--- config.mk ---
export PLATFORM = sky130hd
export DESIGN_NAME = dshot_frame_transmitter
export DESIGN_NICKNAME = d
export VERILOG_FILES = /design/src/rtl/dshot_pkg.sv /design/src/rtl/dshot_core.sv /design/src/rtl/dshot_skid.sv /design/src/rtl/dshot_frame_transmitter.sv
export SDC_FILE = /design/constraint.sdc
export NUM_CORES = 1
export LEC_CHECK = 0
export ABC_CLOCK_PERIOD_IN_PS = 8100
export BUFFER_PORTS_ARGS = -buffer_cell sky130_fd_sc_hd__buf_2
export CAP_MARGIN = 20
export CORE_MARGIN = 5
export CORE_UTILIZATION = 50
export CTS_CLUSTER_DIAMETER = 150
export DETAILED_ROUTE_END_ITERATION = 10
export PLACE_DENSITY_LB_ADDON = 0.12
export SLEW_MARGIN = 10
export SYNTH_ARGS = -nofsm -noshare
export SYNTH_HDL_FRONTEND = slang
export SYNTH_HIERARCHICAL = 1
export SYNTH_SLANG_ARGS = --single-unit
--- constraint.sdc ---
create_clock -name i_clk -period 8.1 [get_ports i_clk]
set_input_delay 0.81 -clock i_clk [delete_from_list [all_inputs] [get_ports i_clk]]
set_output_delay 0.81 -clock i_clk [all_outputs]
set_load 0.02 [all_outputs]
--- src/rtl/dshot_pkg.sv ---
// Package for the DShot frame transmitter: item types, register indexes,
// reset values and the frame builder. No dependencies.
`timescale 1ns / 1ps

package dshot_pkg;

    localparam int DATA_BITS = 16;
    localparam int CFG_IDX_W = 2;
    localparam int CFG_DATA_W = 8;

    // Configuration register indexes.
    localparam logic [CFG_IDX_W-1:0] CFG_PERIOD_TOP    = 2'd0;
    localparam logic [CFG_IDX_W-1:0] CFG_ZERO_HIGH     = 2'd1;
    localparam logic [CFG_IDX_W-1:0] CFG_ONE_HIGH      = 2'd2;
    localparam logic [CFG_IDX_W-1:0] CFG_TRAILING_BITS = 2'd3;

    localparam logic [7:0] RST_PERIOD_TOP    = 8'd20;
    localparam logic [7:0] RST_ZERO_HIGH     = 8'd7;
    localparam logic [7:0] RST_ONE_HIGH      = 8'd14;
    localparam logic [2:0] RST_TRAILING_BITS = 3'd2;

    localparam logic CMD_TICK  = 1'b0;
    localparam logic CMD_WRITE = 1'b1;

    typedef struct packed {
        logic        cmd;
        logic [10:0] throttle;
    } t_in_item;

    typedef struct packed {
        logic pin_level;
        logic busy_res;
        logic accepted;
        logic frame_done;
    } t_out_item;

    // Frame is the throttle with the telemetry bit at 0, then the XOR of its nibbles.
    function automatic logic [DATA_BITS-1:0] make_frame(input logic [10:0] throttle);
        logic [11:0] v;
        logic [3:0]  ck;
        v  = {throttle, 1'b0};
        ck = v[3:0] ^ v[7:4] ^ v[11:8];
        return {v, ck};
    endfunction

endpackage

--- src/rtl/dshot_core.sv ---
// DShot transmitter state: configuration registers, frame, slot and tick
// counters, and the result of the item being transferred. Uses dshot_pkg.
`timescale 1ns / 1ps

module dshot_core (
    input  logic                                i_clk,
    input  logic                                i_rst_n,
    input  logic                                i_cfg_we,
    input  logic [dshot_pkg::CFG_IDX_W-1:0]     i_cfg_idx,
    input  logic [dshot_pkg::CFG_DATA_W-1:0]    i_cfg_data,
    input  logic                                i_item_valid,
    input  dshot_pkg::t_in_item                 i_item,
    output dshot_pkg::t_out_item                o_res
);

    logic [7:0] r_period_top;
    logic [7:0] r_zero_high;
    logic [7:0] r_one_high;
    logic [2:0] r_trailing;

    logic                           r_sending, n_sending;
    logic [dshot_pkg::DATA_BITS-1:0] r_frame, n_frame;
    logic [4:0]                     r_slot, n_slot;
    logic [7:0]                     r_tick, n_tick;

    logic [4:0] slot_inc;
    logic [4:0] slot_limit;
    logic [3:0] bit_pos;
    logic [7:0] duty;
    logic       accepted;
    logic       done;

    always_ff @(posedge i_clk) begin
        if (!i_rst_n) begin
            r_period_top <= dshot_pkg::RST_PERIOD_TOP;
            r_zero_high  <= dshot_pkg::RST_ZERO_HIGH;
            r_one_high   <= dshot_pkg::RST_ONE_HIGH;
            r_trailing   <= dshot_pkg::RST_TRAILING_BITS;
        end else if (i_cfg_we) begin
            unique case (i_cfg_idx)
                dshot_pkg::CFG_PERIOD_TOP:    r_period_top <= i_cfg_data;
                dshot_pkg::CFG_ZERO_HIGH:     r_zero_high  <= i_cfg_data;
                dshot_pkg::CFG_ONE_HIGH:      r_one_high   <= i_cfg_data;
                dshot_pkg::CFG_TRAILING_BITS: r_trailing   <= i_cfg_data[2:0];
                default: ;
            endcase
        end
    end

    assign slot_inc   = r_slot + 5'd1;
    assign slot_limit = 5'(dshot_pkg::DATA_BITS) + {2'b00, r_trailing};

    always_comb begin
        n_sending = r_sending;
        n_frame   = r_frame;
        n_slot    = r_slot;
        n_tick    = r_tick;
        accepted  = 1'b0;
        done      = 1'b0;
        if (i_item.cmd == dshot_pkg::CMD_WRITE) begin
            // A write that arrives mid-frame is dropped.
            if (!r_sending) begin
                n_frame   = dshot_pkg::make_frame(i_item.throttle);
                n_sending = 1'b1;
                n_slot    = '0;
                n_tick    = '0;
                accepted  = 1'b1;
            end
        end else if (r_sending) begin
            if (r_tick >= r_period_top) begin
                n_tick = '0;
                if (slot_inc >= slot_limit) begin
                    n_sending = 1'b0;
                    n_slot    = '0;
                    done      = 1'b1;
                end else begin
                    n_slot = slot_inc;
                end
            end else begin
                n_tick = r_tick + 8'd1;
            end
        end
    end

    // Level of the line after this item, from the updated state.
    assign bit_pos = 4'(dshot_pkg::DATA_BITS - 1) - n_slot[3:0];

    always_comb begin
        if (n_slot >= 5'(dshot_pkg::DATA_BITS)) begin
            duty = '0;
        end else if (n_frame[bit_pos]) begin
            duty = r_one_high;
        end else begin
            duty = r_zero_high;
        end
    end

    assign o_res.pin_level  = n_sending && (n_tick < duty);
    assign o_res.busy_res   = n_sending;
    assign o_res.accepted   = accepted;
    assign o_res.frame_done = done;

    always_ff @(posedge i_clk) begin
        if (!i_rst_n) begin
            r_sending <= 1'b0;
            r_frame   <= '0;
            r_slot    <= '0;
            r_tick    <= '0;
        end else if (i_item_valid) begin
            r_sending <= n_sending;
            r_frame   <= n_frame;
            r_slot    <= n_slot;
            r_tick    <= n_tick;
        end
    end

    a_idle_counters_clear: assert property (@(posedge i_clk) disable iff (!i_rst_n)
        !r_sending |-> (r_slot == 5'd0 && r_tick == 8'd0))
        else $error("counters not cleared while idle");

    a_start_loads_frame: assert property (@(posedge i_clk) disable iff (!i_rst_n)
        (i_item_valid && o_res.accepted) |=> (r_sending && r_slot == 5'd0))
        else $error("accepted write did not start a frame");

    a_done_goes_idle: assert property (@(posedge i_clk) disable iff (!i_rst_n)
        o_res.frame_done |-> (!o_res.busy_res && !o_res.pin_level && !o_res.accepted))
        else $error("frame end result inconsistent");

endmodule

--- src/rtl/dshot_skid.sv ---
// Two-entry output buffer for result items: an output register plus a skid
// register, so a new transfer is taken while a result waits. Uses dshot_pkg.
`timescale 1ns / 1ps

module dshot_skid (
    input  logic                 i_clk,
    input  logic                 i_rst_n,
    input  logic                 i_push,
    input  dshot_pkg::t_out_item i_data,
    output logic                 o_space,
    output logic                 o_out_valid,
    input  logic                 i_out_ready,
    output dshot_pkg::t_out_item o_out_data
);

    logic                 r_out_valid;
    dshot_pkg::t_out_item r_out_data;
    logic                 r_skid_valid;
    dshot_pkg::t_out_item r_skid_data;
    logic                 pop;

    assign pop = r_out_valid && i_out_ready;

    always_ff @(posedge i_clk) begin
        if (!i_rst_n) begin
            r_out_valid  <= 1'b0;
            r_skid_valid <= 1'b0;
        end else if (pop || !r_out_valid) begin
            if (r_skid_valid) begin
                r_out_valid  <= 1'b1;
                r_skid_valid <= 1'b0;
            end else begin
                r_out_valid <= i_push;
            end
        end else if (i_push) begin
            r_skid_valid <= 1'b1;
        end
    end

    always_ff @(posedge i_clk) begin
        if (pop || !r_out_valid) begin
            r_out_data <= r_skid_valid ? r_skid_data : i_data;
        end
        if (i_push && r_out_valid && !pop) begin
            r_skid_data <= i_data;
        end
    end

    // The skid register only fills when the input side cannot be refused.
    assign o_space     = !r_skid_valid;
    assign o_out_valid = r_out_valid;
    assign o_out_data  = r_out_data;

    a_skid_behind_out: assert property (@(posedge i_clk) disable iff (!i_rst_n)
        r_skid_valid |-> r_out_valid)
        else $error("skid entry held without an output entry");

    a_stall_fills_skid: assert property (@(posedge i_clk) disable iff (!i_rst_n)
        (r_out_valid && !i_out_ready && !r_skid_valid && i_push) |=> r_skid_valid)
        else $error("stalled result lost the incoming transfer");

    a_stall_holds_out: assert property (@(posedge i_clk) disable iff (!i_rst_n)
        (r_out_valid && !i_out_ready) |=> (r_out_valid && $stable(r_out_data)))
        else $error("waiting result changed before its transfer");

endmodule

--- src/rtl/dshot_frame_transmitter.sv ---
// Top level of the DShot frame transmitter. Instantiates dshot_core and
// dshot_skid; uses dshot_pkg for item types and register indexes.
//
// Usage: each input transfer carries cmd and throttle. A write (cmd 1)
// starts a 16-bit frame if no frame is in flight, otherwise it is dropped
// and its result shows accepted 0. A tick (cmd 0) advances the bit timer
// by one count. Every input transfer produces exactly one result transfer
// with pin_level, busy_res, accepted and frame_done.
// The result of an accepted transfer is registered in the output register,
// or in the skid register while the output stalls. One item is taken
// every cycle while the output side keeps up; the state update is a single
// combinational pass from the state registers to the result register.
// When the receiver stalls, the output register holds its result and a
// skid register takes one more transfer; o_in_ready then falls until the
// receiver drains a result.
// Reset (i_rst_n low, synchronous) restores the register defaults (period
// 20, zero duty 7, one duty 14, two trailing slots), clears the frame state
// and empties the output buffer. Configuration writes on i_cfg_we take
// effect at the next edge and are meant to be issued while idle.
`timescale 1ns / 1ps

module dshot_frame_transmitter (
    input  logic                                i_clk,
    input  logic                                i_rst_n,
    input  logic                                i_cfg_we,
    input  logic [dshot_pkg::CFG_IDX_W-1:0]     i_cfg_idx,
    input  logic [dshot_pkg::CFG_DATA_W-1:0]    i_cfg_data,
    input  logic                                i_in_valid,
    output logic                                o_in_ready,
    input  dshot_pkg::t_in_item                 i_in_item,
    output logic                                o_out_valid,
    input  logic                                i_out_ready,
    output dshot_pkg::t_out_item                o_out_item
);

    logic                 in_xfer;
    logic                 space;
    dshot_pkg::t_out_item res;

    assign o_in_ready = space;
    assign in_xfer    = i_in_valid && space;

    dshot_core u_core (
        .i_clk        (i_clk),
        .i_rst_n      (i_rst_n),
        .i_cfg_we     (i_cfg_we),
        .i_cfg_idx    (i_cfg_idx),
        .i_cfg_data   (i_cfg_data),
        .i_item_valid (in_xfer),
        .i_item       (i_in_item),
        .o_res        (res)
    );

    dshot_skid u_skid (
        .i_clk       (i_clk),
        .i_rst_n     (i_rst_n),
        .i_push      (in_xfer),
        .i_data      (res),
        .o_space     (space),
        .o_out_valid (o_out_valid),
        .i_out_ready (i_out_ready),
        .o_out_data  (o_out_item)
    );

endmodule
---- After elaboration in Yosys (flattened, before gate mapping) ----
Index checks and enable logic that the tools add are counted.
word-level totals
  register bits after elaboration ......... 67
  latch bits .............................. 0
  RAM bits ................................ 0
  ROM bits ................................ 0
  bits of input ports ..................... 27
  output and inout bits ................... 6
  memories ................................ 0
operators by class
  add/subtract/negate cells ............... 4
  $mul .................................... 0
  div/mod/pow operators ................... 0
  order comparisons ....................... 5
  eq/ne operators ......................... 3
  shifts and indexed selects .............. 0
  multiplexer cells ....................... 27
  bitwise logic cells ..................... 3
  reduce and logical (&&, ||, !) cells .... 15
operators by type and width
  kind                                                        number
  two-way mux 8 bit                                           6
  two-way mux 16 bit                                          2
  two-way mux 5 bit                                           5
  two-way mux 1 bit                                           12
  adder 8 x 1 -> 8 bit, second input constant                 1
  >= comparator 8 bit                                         1
  less-than comparator 8 bit                                  1
  AND reduction 2 bit                                         4
  XOR 4 bit                                                   2
  adder 5 x 1 -> 5 bit, second input constant                 1
  adder 5 x 3 -> 5 bit, first input constant                  1
  >= comparator 5 bit                                         1
  >= comparator 5 bit, second input constant                  1
  logical AND 1 bit                                           5
  less-than comparator 4 x 5 -> 1 bit, second input constant  1
  binary-select mux 1 bit (select 4 bit)                      1
  equality test 2 bit, second input constant                  2
  two-way mux 4 bit                                           1
  subtractor 4 bit, first input constant                      1
  zero test 1 bit                                             3
  equality test 2 x 1 -> 1 bit, second input constant         1
  zero test 2 bit                                             1
  OR reduction 2 bit                                          1
  logical OR 1 bit                                            1
  inverter 1 bit                                              1

---- Longest topological paths before layout ----
  depth in word-level cells ............... 14
  mapped depth ............................ 22

---- By module ----
Netlist, hierarchy kept.
modules (own cells, without submodules)
  module                   instances  cells each  area each (sq um)  sequential area each (sq um)
  dshot_core               1          429         3553.4             1141.1
  dshot_skid               1          21          369.1              280.3
  dshot_frame_transmitter  1          1           6.3                0.0

---- Worst setup path before layout ----
No wires, ideal clock.
  kind .................................... register to register
  from .................................... reg u_core.r_tick[0]
  to ...................................... reg u_skid.r_out_data (netlist bit u_skid/o_out_data[3]), data pin
  setup time .............................. 0.130 ns
  data arrival time ....................... 4.439 ns
  data required time ...................... 7.970 ns
  setup slack ............................. 3.532 ns
  cell stages (with the launch flop) ...... 22
  buffers on the path ..................... 1
  period minus slack after synthesis ...... 4.568 ns
  cells stage by stage .................... dfxtp_1 > inv_1 > ha_1 > nand2b_4 > a2111oi_4 > o31a_1 > buf_6 > nor2_2 > a31o_2 > a211o_1 > a311oi_4 > mux2_2 > nand2_1 > ha_1 > a21o_1 > a21oi_1 > o22ai_1 > nor3_1 > and3_1 > nand2_1 > o211ai_1 > mux2_2
RTL lines
  what                      line               text
  start: declaration        dshot_core.sv:24   logic [7:0] r_tick, n_tick;
  start signal: assignment  dshot_core.sv:113  r_tick <= n_tick;
  end signal: assignment    dshot_skid.sv:42   r_out_data <= r_skid_valid ? r_skid_data : i_data;
  end: declaration          dshot_skid.sv:17   dshot_pkg::t_out_item r_out_data;

==> metrics.md <==
| Metric | Value |
|---|---|
| Power density relative to cell area | 182 mW/mm^2 |
| Cell leakage power | 1.87 nW |
| Final global-route overflow total | 0 |
| Clock tree from TritonCTS | done |
| Vias after detailed routing | 3205 |
| Hold Crit Class | reg2reg |
| Clock Skew | 0.00983 ns |
| Total CTS buffers | 9 |
| Global-route wire length before repair | 14400 um |
| Minimum period implied by the final worst setup slack | 5.48 ns |
| Post-synthesis net count | 498 |
| Buffer type at the clock tree root | sky130_fd_sc_hd__clkbuf_8 |
| Max Transition Viols Final | 0 |
| Share of synthesized area spent on multiplexers | 0.0828 |
| Worst hold margin | 0.470 ns |
| Share of post-route cells with drive strength above 1 | 0.182 |
| Clock tree sinks | 67 |
| CTS-repair resized insts | 0 |
| Syn. warnings | 6 |
| Skew-Pair Late Insertion Delay | 0.34 ns |
| Clock input transition at the sequential cells of the worst setup and hold paths | 0.07 ns |
| Proportion of synthesized flip-flops having asynchronous set or reset | 0 |
| Antenna cells | 0 |
| Count of mapped cells out of synthesis | 451 |
| Area share of xor/xnor cells in the synthesized design | 0.0201 |
| Worst ir drop on vdd | 0.116 mV |
| Maximum fanout encountered on the critical timing path | 9 |
| Number of antenna violations at the first check in global routing | 0 |
| Per-cell via count in the routed design | 5.52 |
| Post-layout nets | 521 |
| Most frequent cell after synthesis | sky130_fd_sc_hd__nand2_1 |
| Routed WL | 8990 um |
| Detailed-router iteration count before antenna repair | 5 |
| Remaining routing DRC violations | 0 |
| Register-to-register setup slack | 2.62 ns |
| Number of global-route vias before repair | 2935 |
| Critical Path, Cell by Cell | inv_1 > ha_1 > nand2b_4 > a2111oi_4 > o31a_1 > nor3_1 > a22o_1 > a22oi_2 > a2111oi_1 > a311oi_4 > mux2_2 > nand2_1 > ha_1 > a21o_1 > a21oi_1 > o22ai_1 > nor3_1 > and3_1 > nand2_1 > o211ai_1 > mux2_2 |
| Area added between synthesis and finish | 10.7% |
| Worst slack after detailed placement | 2.70 ns |
| Pin count of the biggest net entering global routing | 60 |
| Setup slack of the critical path after layout | 2.62 ns |
| Number of flops mapped to enable cells by yosys | 8 |
| Type of element launching the critical path | flip-flop |
| Cell type with the highest aggregate area in the netlist | sky130_fd_sc_hd__dfxtp_1 |
| Initial core utilization | 0.511 |
| Die height | 98.6 um |
| Endpoint of the most critical register-to-register path | u_skid/o_out_data[3] |
| Hold buffers post-CTS | 0 |
| Most instantiated cells after synthesis | sky130_fd_sc_hd__nand2_1 (85), sky130_fd_sc_hd__dfxtp_1 (59), sky130_fd_sc_hd__nor2_1 (27) |
| Total of endpoints with negative setup slack in the final report | 0 |
| Complex-gate fraction of the synthesized area | 0.208 |
| Source of the worst hold timing path | u_core/r_frame[15] |
| Average footprint of a synthesized cell | 8.71 sq um |
| Fraction of the yosys area taken by sequential cells | 0.362 |
| Main area contributors after synthesis | sky130_fd_sc_hd__dfxtp_1 (30%), sky130_fd_sc_hd__nand2_1 (8.1%), sky130_fd_sc_hd__ha_1 (6.4%) |
| Width of the chip | 98.6 um |
| Combinational family with the most area after synthesis | simple AND/OR/NAND/NOR gates |
| Total Negative Setup Slacks | 0 ns |
| Average routed wire per standard cell | 15.5 um |
| Max-cap viol count | 0 |
| IO buf count | 32 |
| Placement Cell Area | 0.00412 sq mm |
| Proportion of netlist area held by the largest area contributor | 0.301 |
| Total chip power | 0.793 mW |
| Setup CP Type | reg2reg |
| Antenna Violating Nets Remaining | 0 |
| Hold Vio Cnt, Final | 0 |
| DP HPWL | 6460 um |
| Number of DRC markers after the initial detailed-route iteration | 178 |
| Worst hold endpoint | u_core/r_frame[15] |
| Max Clk Rate | 183 MHz |
| H-tree levels | 3 |
| All-layer global routing usage | 0.185 |
| Worst Setup End Kind | flip-flop |
| Post-CTS setup-driven buffer insertion count | 0 |
| Netlist cell types | 58 |
| Actual transition at the worst max-transition pin | 0.974 ns |
| Flops & latches, synth | 67 |
| Total die area | 0.00973 sq mm |
| Post-synth design cell area | 0.00393 sq mm |
| Worst max-slew margin expressed relative to the limit | 0.348 |
| Final cycle utilization of the critical path | 0.676 |
| Worst endpoint data arrival time | 5.69 ns |
| Buffer levels on the longest clock path | 2 |
| Stage delay of the slowest cell on the critical path | 0.56 ns |
| Worst flop-to-flop path startpoint | u_core/r_tick[0] |
| Number of cell instances on the worst register-to-register path | 21 |
| Min-Delay Path Depth | 2 |
| Critical path required time | 8.31 ns |
| Final GP Congestion | 0.842 |
| CP max-delay cell | sky130_fd_sc_hd__a311oi_4 |
| Run status | finished, final reports clean |
| Top Ports | 33 |
| Finished layout cell area | 0.00435 sq mm |
| Simple-gate share of the synthesized area | 0.216 |
| Synth Area in Adders | 0.0637 |
| Core Box Area | 0.00769 sq mm |
| Floorplan row count | 32 |
| Most common flop cell mapped by yosys | sky130_fd_sc_hd__dfxtp_1 |
| Worst setup path startpoint | u_core/r_tick[0] |
| Setup repair after global routing missed its margin | no |
-- kinds of logic after synthesis --
group	count (synthesis)
compound gates	103
fa+ha+maj	20
buf+inv	43
flops	67
simple gates	178
mux	31
xor+xnor	9
-- per-stage QoR --
| step | utilization | cells |
|---|---|---|
| floorplan | - | 451 |
| global placement | 0.536 | 565 |
| detailed placement | 0.536 | 565 |
| CTS | 0.566 | 581 |
| global route | 0.566 | 581 |
| finish | 0.566 | 581 |
-- flip-flops by register name, indices dropped and copies added (netlist names) --
name	count
u_core/r_tick	8
u_core/r_period_top	8
u_core/r_zero_high	8
u_core/r_trailing	3
u_core/r_sending	1
u_core/r_one_high	8
u_skid/r_skid_valid	1
u_skid/o_out_valid	1
u_skid/r_skid_data	4
u_skid/o_out_data	4
u_core/r_frame	16
u_core/r_slot	5
-- area by class of cell --
cell class / count / area (sq um)
Fill cell: 731 / 3340
Clock inverter: 6 / 87.6
Multi-Input combinational cell: 341 / 2320
Sequential cell: 67 / 1420
Clock buffer: 10 / 138
Tap cell: 102 / 128
Inverter: 21 / 78.8
Timing Repair Buffer: 34 / 175
-- where the power goes --
part / internal [mW] / switching [mW]
registers: 0.351 / 0.0110
clock network: 0.182 / 0.132
logic: 0.0496 / 0.0666
-- layout by cell type (no fill, tap or decap), drive strengths merged, types with 5 or more instances in the layout --
| cell | n |
|---|---|
| nand2 | 85 |
| dfxtp | 59 |
| buf | 34 |
| nor2 | 29 |
| inv | 22 |
| a21oi | 20 |
| nor2b | 20 |
| a21boi | 20 |
| ha | 20 |
| mux2i | 19 |
| nand3 | 12 |
| mux2 | 12 |
| o21ai | 11 |
| clkbuf | 10 |
| o211a | 10 |
| nor3 | 9 |
| xnor2 | 8 |
| edfxtp | 8 |
| and3 | 5 |
| o211ai | 5 |
-- per-layer routing --
metal	track usage	wire (um)	vias to the layer above
li1	-	-	1633
met5	0	0	-
met2	0.279	3920	85
met3	0.0481	538	15
met1	0.259	4390	1472
met4	0.0599	142	0
-- worst max path at each step --
stage / to / slack, ns / cells after the start
floorplan: u_skid/o_out_data[3] / 3.53 / 21
global placement: u_skid/o_out_data[3] / 2.88 / 22
detailed placement: u_skid/o_out_data[3] / 2.70 / 22
CTS: u_skid/o_out_data[3] / 2.64 / 21
global route: u_skid/o_out_data[3] / 2.26 / 22
finish: u_skid/o_out_data[3] / 2.62 / 21
-- critical path, delay by kind of cell, from the launching register on --
family | cells | cell delay [ns]
AO/OA/AOI/OAI | 10 | 2.83
adder cells (fa/ha/maj) | 2 | 0.53
buffers and inverters | 1 | 0.08
flip-flops | 1 | 0.47
multiplexers | 2 | 0.62
AND/OR/NAND/NOR | 6 | 0.80
No activity file was read; power rests on OpenSTA's default activity.
